`src/rtl/core/bli_pkg.sv`:
```
package bli_pkg;

    localparam int IDX_W   = 4;
    localparam int MAX_BP  = 1 << IDX_W;
    localparam int CNT_W   = 5;
    localparam int TEMP_W  = 16;
    localparam int QT_W    = 12;
    localparam int PROP_W  = 24;
    localparam int FRAC_W  = 16;
    localparam int NPROP   = 3;
    localparam int K_W     = $clog2(NPROP);
    localparam int DCNT_W  = $clog2(FRAC_W);
    localparam int PROD_W  = FRAC_W + PROP_W;

    localparam logic [CNT_W-1:0] COUNT_RESET = CNT_W'(2);

    localparam logic CMD_LOAD  = 1'b0;
    localparam logic CMD_QUERY = 1'b1;

    typedef logic [NPROP-1:0][PROP_W-1:0] prop_vec_t;

    typedef struct packed {
        logic              command;
        logic [IDX_W-1:0]  entry_index;
        logic [TEMP_W-1:0] breakpoint_temperature;
        logic [PROP_W-1:0] conductivity_point;
        logic [PROP_W-1:0] heat_capacity_point;
        logic [PROP_W-1:0] density_point;
        logic [QT_W-1:0]   query_temperature;
    } item_t;

    typedef struct packed {
        logic [PROP_W-1:0] conductivity_out;
        logic [PROP_W-1:0] heat_capacity_out;
        logic [PROP_W-1:0] density_out;
        logic              order_error;
    } result_t;

    typedef struct packed {
        logic              en;
        logic [IDX_W-1:0]  idx;
        logic [TEMP_W-1:0] temp;
        prop_vec_t         props;
    } tbl_wr_t;

    typedef enum logic [3:0] {
        S_IDLE,
        S_RD0,
        S_CHK0,
        S_CHK_LAST,
        S_SCAN,
        S_DIV,
        S_PLO,
        S_PHI,
        S_LERP,
        S_FETCH,
        S_PUT
    } state_t;

endpackage

```
`src/rtl/core/breakpoint_linear_interpolator.sv`:
```
// Breakpoint linear interpolator: a table of up to 16 breakpoints, each a
// Q12.4 temperature with conductivity, specific heat and density in Q16.8.
// Command channel: an item is taken at a clock edge with start high and busy
// low. A load writes one entry at entry_index and gives no result; busy stays
// low, so loads may follow every cycle. A query takes an integer temperature
// and gives one result beat on result, marked by done for exactly one cycle;
// the receiver has no way to stall it.
// Query paths: the temperature is clamped to the first or to the last entry,
// or the scan ends at a segment without a hit, or it interpolates in the
// segment that it hits: the scan reads one breakpoint per cycle from the
// table memory, the fraction comes from a bit-serial divider and the three
// properties share one multiplier.
// busy falls with done, so the next item may start in the cycle done is high.
// Config channel: cfg_data sets breakpoint_count at an edge with cfg_valid and
// cfg_ready high; it is meant to change only between queries.
// Reset sets breakpoint_count to 2 and aborts any query; table contents are
// not cleared and must be loaded before use.
module breakpoint_linear_interpolator (
    input  logic                        clk,
    input  logic                        rst_n,
    input  logic                        start,
    output logic                        busy,
    input  bli_pkg::item_t              item,
    output logic                        done,
    output bli_pkg::result_t            result,
    input  logic                        cfg_valid,
    output logic                        cfg_ready,
    input  logic [bli_pkg::CNT_W-1:0]   cfg_data
);
    import bli_pkg::*;

    state_t             state_reg;
    state_t             state_next;

    logic [CNT_W-1:0]   count_reg;
    logic [TEMP_W-1:0]  q_reg;
    logic [IDX_W-1:0]   last_reg;
    logic [TEMP_W-1:0]  prev_reg;
    logic [IDX_W-1:0]   i_reg;
    logic [IDX_W-1:0]   seg_reg;
    logic [IDX_W-1:0]   out_idx_reg;
    logic               err_reg;
    prop_vec_t          lo_reg;
    result_t            result_reg;
    logic               done_reg;

    tbl_wr_t            tbl_wr;
    logic [IDX_W-1:0]   tmp_addr;
    logic [TEMP_W-1:0]  tmp_data;
    logic [IDX_W-1:0]   prop_addr;
    prop_vec_t          prop_data;

    logic               div_start;
    logic               div_done;
    logic [FRAC_W-1:0]  frac;
    logic               lerp_start;
    logic               lerp_done;
    prop_vec_t          lerp_res;

    logic               accept;
    logic [CNT_W-1:0]   count_m1;
    logic [IDX_W-1:0]   last_calc;
    logic               q_le_first;
    logic               q_ge_last;
    logic               seg_hit;
    logic [IDX_W-1:0]   i_plus1;
    logic               scan_end;

    always_comb
    begin
        accept     = start && (state_reg == S_IDLE);
        count_m1   = count_reg - CNT_W'(1);
        if (count_reg == '0)
        begin
            last_calc = '0;
        end
        else if (count_reg > CNT_W'(MAX_BP))
        begin
            last_calc = IDX_W'(MAX_BP - 1);
        end
        else
        begin
            last_calc = count_m1[IDX_W-1:0];
        end
        q_le_first = q_reg <= tmp_data;
        q_ge_last  = q_reg >= tmp_data;
        seg_hit    = (prev_reg <= q_reg) && (q_reg < tmp_data);
        i_plus1    = i_reg + IDX_W'(1);
        scan_end   = i_plus1 == last_reg;
    end

    // next state
    always_comb
    begin
        state_next = state_reg;
        unique case (state_reg)
            S_IDLE:
            begin
                if (accept && item.command == CMD_QUERY)
                begin
                    state_next = S_RD0;
                end
            end
            S_RD0:
            begin
                state_next = S_CHK0;
            end
            S_CHK0:
            begin
                state_next = q_le_first ? S_FETCH : S_CHK_LAST;
            end
            S_CHK_LAST:
            begin
                state_next = q_ge_last ? S_FETCH : S_SCAN;
            end
            S_SCAN:
            begin
                if (seg_hit)
                begin
                    state_next = S_DIV;
                end
                else if (scan_end)
                begin
                    state_next = S_FETCH;
                end
            end
            S_DIV:
            begin
                if (div_done)
                begin
                    state_next = S_PLO;
                end
            end
            S_PLO:
            begin
                state_next = S_PHI;
            end
            S_PHI:
            begin
                state_next = S_LERP;
            end
            S_LERP:
            begin
                if (lerp_done)
                begin
                    state_next = S_IDLE;
                end
            end
            S_FETCH:
            begin
                state_next = S_PUT;
            end
            S_PUT:
            begin
                state_next = S_IDLE;
            end
            default:
            begin
                state_next = S_IDLE;
            end
        endcase
    end

    // outputs of the sequencer
    always_comb
    begin
        busy       = state_reg != S_IDLE;
        cfg_ready  = state_reg == S_IDLE;
        div_start  = 1'b0;
        lerp_start = 1'b0;
        tmp_addr   = '0;
        prop_addr  = seg_reg;

        tbl_wr.en    = accept && item.command == CMD_LOAD;
        tbl_wr.idx   = item.entry_index;
        tbl_wr.temp  = item.breakpoint_temperature;
        tbl_wr.props = {item.density_point, item.heat_capacity_point,
                        item.conductivity_point};

        unique case (state_reg)
            S_RD0:
            begin
                tmp_addr = '0;
            end
            S_CHK0:
            begin
                tmp_addr = last_reg;
            end
            S_CHK_LAST:
            begin
                tmp_addr = IDX_W'(1);
            end
            S_SCAN:
            begin
                // prefetch the breakpoint after the one being compared
                tmp_addr  = i_reg + IDX_W'(2);
                div_start = seg_hit;
            end
            S_DIV:
            begin
                prop_addr = seg_reg;
            end
            S_PLO:
            begin
                prop_addr = seg_reg + IDX_W'(1);
            end
            S_PHI:
            begin
                lerp_start = 1'b1;
            end
            S_FETCH:
            begin
                prop_addr = out_idx_reg;
            end
            default:
            begin
                tmp_addr = '0;
            end
        endcase
    end

    always_ff @(posedge clk or negedge rst_n)
    begin
        if (!rst_n)
        begin
            state_reg <= S_IDLE;
            count_reg <= COUNT_RESET;
            done_reg  <= 1'b0;
        end
        else
        begin
            state_reg <= state_next;
            if (cfg_valid && cfg_ready)
            begin
                count_reg <= cfg_data;
            end
            done_reg <= (state_reg == S_PUT) || (state_reg == S_LERP && lerp_done);
        end
    end

    always_ff @(posedge clk)
    begin
        unique case (state_reg)
            S_IDLE:
            begin
                if (accept)
                begin
                    q_reg    <= {item.query_temperature, 4'b0000};
                    last_reg <= last_calc;
                end
            end
            S_CHK0:
            begin
                prev_reg    <= tmp_data;
                out_idx_reg <= '0;
                err_reg     <= 1'b0;
            end
            S_CHK_LAST:
            begin
                out_idx_reg <= last_reg;
                err_reg     <= 1'b0;
                i_reg       <= '0;
            end
            S_SCAN:
            begin
                seg_reg     <= i_reg;
                out_idx_reg <= last_reg;
                err_reg     <= 1'b1;
                if (!seg_hit)
                begin
                    prev_reg <= tmp_data;
                    i_reg    <= i_plus1;
                end
            end
            S_PLO:
            begin
                lo_reg <= prop_data;
            end
            S_LERP:
            begin
                if (lerp_done)
                begin
                    result_reg.conductivity_out  <= lerp_res[0];
                    result_reg.heat_capacity_out <= lerp_res[1];
                    result_reg.density_out       <= lerp_res[2];
                    result_reg.order_error       <= 1'b0;
                end
            end
            S_PUT:
            begin
                result_reg.conductivity_out  <= prop_data[0];
                result_reg.heat_capacity_out <= prop_data[1];
                result_reg.density_out       <= prop_data[2];
                result_reg.order_error       <= err_reg;
            end
            default:
            begin
            end
        endcase
    end

    assign done   = done_reg;
    assign result = result_reg;

    bli_table u_table (
        .clk       (clk),
        .wr        (tbl_wr),
        .tmp_addr  (tmp_addr),
        .tmp_data  (tmp_data),
        .prop_addr (prop_addr),
        .prop_data (prop_data)
    );

    bli_divider u_divider (
        .clk   (clk),
        .rst_n (rst_n),
        .start (div_start),
        .num   (q_reg - prev_reg),
        .den   (tmp_data - prev_reg),
        .done  (div_done),
        .quot  (frac)
    );

    bli_lerp u_lerp (
        .clk   (clk),
        .rst_n (rst_n),
        .start (lerp_start),
        .frac  (frac),
        .lo    (lo_reg),
        .hi    (prop_data),
        .done  (lerp_done),
        .res   (lerp_res)
    );

endmodule

```
`src/rtl/core/bli_table.sv`:
```
module bli_table (
    input  logic                        clk,
    input  bli_pkg::tbl_wr_t            wr,
    input  logic [bli_pkg::IDX_W-1:0]   tmp_addr,
    output logic [bli_pkg::TEMP_W-1:0]  tmp_data,
    input  logic [bli_pkg::IDX_W-1:0]   prop_addr,
    output bli_pkg::prop_vec_t          prop_data
);
    import bli_pkg::*;

    logic [TEMP_W-1:0] tmp_mem  [MAX_BP];
    prop_vec_t         prop_mem [MAX_BP];

    // breakpoint temperatures
    always_ff @(posedge clk)
    begin
        if (wr.en)
        begin
            tmp_mem[wr.idx] <= wr.temp;
        end
        tmp_data <= tmp_mem[tmp_addr];
    end

    // property values
    always_ff @(posedge clk)
    begin
        if (wr.en)
        begin
            prop_mem[wr.idx] <= wr.props;
        end
        prop_data <= prop_mem[prop_addr];
    end

endmodule

```
`src/rtl/core/bli_divider.sv`:
```
module bli_divider (
    input  logic                        clk,
    input  logic                        rst_n,
    input  logic                        start,
    input  logic [bli_pkg::TEMP_W-1:0]  num,
    input  logic [bli_pkg::TEMP_W-1:0]  den,
    output logic                        done,
    output logic [bli_pkg::FRAC_W-1:0]  quot
);
    import bli_pkg::*;

    logic               busy_reg;
    logic               done_reg;
    logic [DCNT_W-1:0]  cnt_reg;
    logic [TEMP_W-1:0]  rem_reg;
    logic [TEMP_W-1:0]  den_reg;
    logic [FRAC_W-1:0]  quot_reg;

    logic [TEMP_W:0]    shifted;
    logic               ge;
    logic [TEMP_W:0]    diff;

    // one quotient bit per cycle, remainder stays below the divisor
    always_comb
    begin
        shifted = {rem_reg, 1'b0};
        ge      = shifted >= {1'b0, den_reg};
        diff    = shifted - {1'b0, den_reg};
    end

    always_ff @(posedge clk or negedge rst_n)
    begin
        if (!rst_n)
        begin
            busy_reg <= 1'b0;
            done_reg <= 1'b0;
            cnt_reg  <= '0;
        end
        else
        begin
            done_reg <= 1'b0;
            if (start)
            begin
                busy_reg <= 1'b1;
                cnt_reg  <= '0;
            end
            else if (busy_reg)
            begin
                cnt_reg <= cnt_reg + DCNT_W'(1);
                if (cnt_reg == DCNT_W'(FRAC_W - 1))
                begin
                    busy_reg <= 1'b0;
                    done_reg <= 1'b1;
                end
            end
        end
    end

    always_ff @(posedge clk)
    begin
        if (start)
        begin
            rem_reg <= num;
            den_reg <= den;
        end
        else if (busy_reg)
        begin
            rem_reg  <= ge ? diff[TEMP_W-1:0] : shifted[TEMP_W-1:0];
            quot_reg <= {quot_reg[FRAC_W-2:0], ge};
        end
    end

    assign done = done_reg;
    assign quot = quot_reg;

endmodule

```
`src/rtl/core/bli_lerp.sv`:
```
module bli_lerp (
    input  logic                        clk,
    input  logic                        rst_n,
    input  logic                        start,
    input  logic [bli_pkg::FRAC_W-1:0]  frac,
    input  bli_pkg::prop_vec_t          lo,
    input  bli_pkg::prop_vec_t          hi,
    output logic                        done,
    output bli_pkg::prop_vec_t          res
);
    import bli_pkg::*;

    logic               busy_reg;
    logic               done_reg;
    logic               phase_reg;
    logic [K_W-1:0]     k_reg;
    logic [FRAC_W-1:0]  frac_reg;
    prop_vec_t          lo_reg;
    prop_vec_t          hi_reg;
    logic [PROD_W-1:0]  prod_reg;
    logic               down_reg;
    logic [PROP_W-1:0]  base_reg;
    prop_vec_t          res_reg;

    logic [PROP_W-1:0]  lo_k;
    logic [PROP_W-1:0]  hi_k;
    logic               down;
    logic [PROP_W-1:0]  mag;
    logic [PROD_W-1:0]  prod_up;
    logic [PROP_W-1:0]  value;

    always_comb
    begin
        lo_k    = lo_reg[k_reg];
        hi_k    = hi_reg[k_reg];
        down    = hi_k < lo_k;
        mag     = down ? (lo_k - hi_k) : (hi_k - lo_k);
        // rounding up the step keeps a falling slope floored
        prod_up = prod_reg + PROD_W'((1 << FRAC_W) - 1);
        if (down_reg)
        begin
            value = base_reg - prod_up[PROD_W-1:FRAC_W];
        end
        else
        begin
            value = base_reg + prod_reg[PROD_W-1:FRAC_W];
        end
    end

    always_ff @(posedge clk or negedge rst_n)
    begin
        if (!rst_n)
        begin
            busy_reg  <= 1'b0;
            done_reg  <= 1'b0;
            phase_reg <= 1'b0;
            k_reg     <= '0;
        end
        else
        begin
            done_reg <= 1'b0;
            if (start)
            begin
                busy_reg  <= 1'b1;
                phase_reg <= 1'b0;
                k_reg     <= '0;
            end
            else if (busy_reg)
            begin
                phase_reg <= ~phase_reg;
                if (phase_reg)
                begin
                    if (k_reg == K_W'(NPROP - 1))
                    begin
                        busy_reg <= 1'b0;
                        done_reg <= 1'b1;
                    end
                    else
                    begin
                        k_reg <= k_reg + K_W'(1);
                    end
                end
            end
        end
    end

    always_ff @(posedge clk)
    begin
        if (start)
        begin
            frac_reg <= frac;
            lo_reg   <= lo;
            hi_reg   <= hi;
        end
        else if (busy_reg)
        begin
            if (!phase_reg)
            begin
                prod_reg <= PROD_W'(frac_reg) * PROD_W'(mag);
                down_reg <= down;
                base_reg <= lo_k;
            end
            else
            begin
                res_reg[k_reg] <= value;
            end
        end
    end

    assign done = done_reg;
    assign res  = res_reg;

endmodule

```
`config.mk`:
```
export PLATFORM = sky130hd
export DESIGN_NAME = breakpoint_linear_interpolator
export DESIGN_NICKNAME = d
export VERILOG_FILES = /design/src/rtl/core/bli_pkg.sv /design/src/rtl/core/breakpoint_linear_interpolator.sv /design/src/rtl/core/bli_table.sv /design/src/rtl/core/bli_divider.sv /design/src/rtl/core/bli_lerp.sv
export SDC_FILE = /design/constraint.sdc
export NUM_CORES = 2
export LEC_CHECK = 0
export ABC_AREA = 1
export BUFFER_PORTS_ARGS = -buffer_cell sky130_fd_sc_hd__buf_2
export CAP_MARGIN = 20
export CELL_PAD_IN_SITES_DETAIL_PLACEMENT = 0
export CELL_PAD_IN_SITES_GLOBAL_PLACEMENT = 1
export CORE_MARGIN = 10
export CORE_UTILIZATION = 40
export CTS_BUF_LIST = sky130_fd_sc_hd__clkbuf_16
export CTS_CLUSTER_DIAMETER = 150
export DETAILED_ROUTE_END_ITERATION = 8
export PLACE_DENSITY = 0.66
export SLEW_MARGIN = 20
export SYNTH_ARGS = -nofsm -noshare
export SYNTH_HDL_FRONTEND = slang
export SYNTH_SLANG_ARGS = --single-unit
```
`constraint.sdc`:
```
create_clock -name clk -period 80.2 [get_ports clk]
set_input_delay 16.04 -clock clk [delete_from_list [all_inputs] [get_ports clk]]
set_output_delay 16.04 -clock clk [all_outputs]
set_load 0.005 [all_outputs]
```
==> impl_metrics.tcl <==
set metrics [dict create \
    grt_first_pass_wirelength_um 465300 \
    critPathBufInv 4 \
    post_dp_cell_area_mm2 0.1088 \
    worstPathArrival_ns 19.93 \
    ctsHoldBuffers 0 \
    first_iter_violations 6614 \
    design_area_mm2 0.1158 \
    synth-edff-count 1943 \
    rsz0062_at_grt "false" \
    syn_inst 10120 \
    status "completed" \
    synth_ff_type "edfxtp_1" \
    avgSynthCellArea_um2 10.33 \
    ir_worst_vdd_uv 23.85 \
    die_h_um 531.2 \
    clockBufferDepth 3 \
    ys_seq_area_share_pct 58.01 \
    cts_root_buffer "clkbuf_16" \
    die_x_um 531.2 \
    slowest_stage "nor2_4" \
    wl_per_cell_um 23.01 \
    dr_total_vias 71470 \
    yosys_warnings 0 \
    dieArea_mm2 0.2821 \
    worst_pin_slew_ns 1.197 \
    critical_path.top_delay_family "simple AND/OR/NAND/NOR gates" \
    path_clk_slew_ns 0.06 \
    grt_usage_pct 21.96 \
    hold_class "reg -> reg" \
    crit_fanout 36 \
    cp-start-kind "input pin" \
    io_pins 190 \
    port_buffers 189 \
    grt_max_degree 207 \
    power.share.clock_pct 45.4 \
    powerDensity_mw_per_mm2 18.64 \
    finalNetCount 10850 \
    place.gp.congestion 0.9126 \
    p_sw_uw 435.1 \
    path_common_cell "buf_4" \
    hold_viol 0 \
    remaining_drc_errors 0 \
    end_kind "register" \
    setup_violations 0 \
    fin_crit_ns 19.44 \
    cts_setup_buffers 0 \
    grt_pass1_vias 69900 \
    finClkSkew_ns 0.05651 \
    finalCritPeriodShare_pct 24.24 \
    clk_latency_ns 0.85 \
    area_delta_synth_final_pct 10.81 \
    antenna_left 0 \
    h-tree-depth 4 \
    grt_overflow_total 0 \
    slew_headroom_pct 20.22 \
    synth_area_mm2 0.1045 \
    fill_cells 24370 \
    dpl.hpwl_um 201200 \
    power_frac_seq_pct 54.0 \
    worstPathRequired_ns 80.68 \
    syn_nets 10790 \
    core_area_mm2 0.2597 \
    start_util_pct 40.24 \
    path_class "in -> reg" \
    synth-async-reset-ratio_pct 1.023 \
    switching_share_pct 20.15 \
    layout-drive-gt1-share_pct 8.216 \
    first_pass_iters 6 \
    ys_types 59 \
    cts_resized 0 \
    worstPathCellList "buf_2 -> inv_1 -> nor3_1 -> nand3b_1 -> nor2_4 -> buf_4 -> buf_4" \
    tritoncts "yes" \
    synth-seq-cells 2052 \
    fin_setup_tns_ns 0 \
    largest_register_ffs 1152 \
    cts_num_sinks 2052 \
    pwr-share-comb_pct 0.6 \
    cts_made_buffers 215 \
    row_count 187 \
    via_per_inst 5.182 \
    p_leak_uw 0.04872 \
    antenna_found_initial 79 \
    fmax_ghz 0.05144 \
    internal_power_uw 1724 \
    critPathMaxStageDelay_ns 0.97 \
    wl_um 317300 \
    slew_viol_final 0 \
    maxCapViolCount 0 \
]
-- area by class of cell --
class / instances / area (um2) / area share (%)
Sequential cell: 2052 / 60630 / 52.35
Tap cell: 3402 / 4257 / 3.675
Clock buffer: 216 / 5405 / 4.667
Clock inverter: 191 / 1613 / 1.392
Inverter: 1864 / 7017 / 6.058
Antenna cell: 19 / 47.55 / 0.04105
Timing Repair Buffer: 280 / 1742 / 1.504
Multi-Input combinational cell: 5767 / 35110 / 30.31
-- cells by family after synthesis --
group           synth area share [%]
compound gates                 2.258
fa+ha+maj                      8.926
flops                          58.01
mux                           0.7961
xor+xnor                       1.064
buf+inv                        8.623
simple gates                   20.32
-- synthesized netlist by cell type (4+ instances only) --
library cell	n	area [um2]
a21o_1	12	90.09
a21oi_1	149	745.7
a31oi_1	6	37.54
a32oi_1	47	411.6
and2_1	6	37.54
buf_1	34	127.6
buf_2	208	1041
buf_4	23	172.7
clkbuf_1	166	623.1
clkinv_1	8	30.03
dfrtp_1	20	500.5
dfxtp_1	88	1762
edfxtp_1	1943	58350
fa_1	311	6226
ha_1	248	3103
inv_1	1837	6895
inv_2	18	67.56
mux2_2	73	822.0
nand2_1	1944	7297
nand2_2	26	162.7
nand2_4	5	56.30
nand3_1	1598	7998
nand3b_1	313	2350
nand4_1	98	613.1
nor2_1	467	1753
nor2_4	4	45.04
nor3_1	38	190.2
nor4_1	6	37.54
o211ai_1	18	135.1
o21a_1	11	82.58
o21ai_0	118	590.6
o21ai_1	10	50.05
o21bai_1	6	45.04
o31ai_1	4	30.03
or2_2	97	606.8
xnor2_1	35	306.5
xor2_1	92	805.8
-- path summary, 6_finish.rpt --
path,from,to,slack (ns),depth (start not counted)
max in group asynchronous,rst_n,done,64.52,1
min reg2reg,lo_reg[43],u_lerp.lo_reg[43],0.42,0
min in group asynchronous,rst_n,u_lerp.k_reg[0],15.19,1
max reg2reg,u_lerp.k_reg[0],u_lerp.prod_reg[33],69.53,34
max,start,u_table.prop_mem[10][45],60.76,7
min,lo_reg[43],u_lerp.lo_reg[43],0.42,0
-- layout by cell type, fill, tap and decap left out, types with 118 or more instances in the layout --
master,Yosys,routed
edfxtp_1,1943,1943
fa_1,311,311
ha_1,248,248
inv_1,1837,1888
o21ai_0,118,118
buf_2,208,189
nand2_1,1944,1940
a21oi_1,149,149
nand3_1,1598,1596
nand3b_1,313,313
clkbuf_16,0,216
nor2_1,467,446
-- stage by stage --
step	setup WS [ns]	power (uW)	cells	utilization, %	hold WS [ns]
after detailed placement	59.66	1202	13370	41.88	0.4045
after global placement	59.75	1201	13370	41.87	0.4001
after global routing	60.52	2225	13780	44.58	0.4181
after CTS	60.62	2180	13770	44.58	0.4109
after floorplan	54.87	1190	10120	-	0.4003
final	60.76	2159	13790	44.60	0.4156
-- power groups by stage --
| stage | combinational (uW) | clock [uW] | sequential (uW) |
|---|---|---|---|
| finish | 12.8 | 980 | 1170 |
| global route | 14.2 | 1050 | 1170 |
| CTS | 12.9 | 1000 | 1170 |
| detailed placement | 12.9 | 0 | 1190 |
| global placement | 12.1 | 0 | 1190 |
| floorplan | 0.201 | 0 | 1190 |
-- layer usage --
| metal | global-route usage (%) | wire [um] |
|---|---|---|
| met5 | 0 | 242 |
| met3 | 3.697 | 21250 |
| met4 | 6.493 | 9480 |
| met2 | 36.12 | 149000 |
| met1 | 29.91 | 137300 |
(Power assumes the default switching activity.)
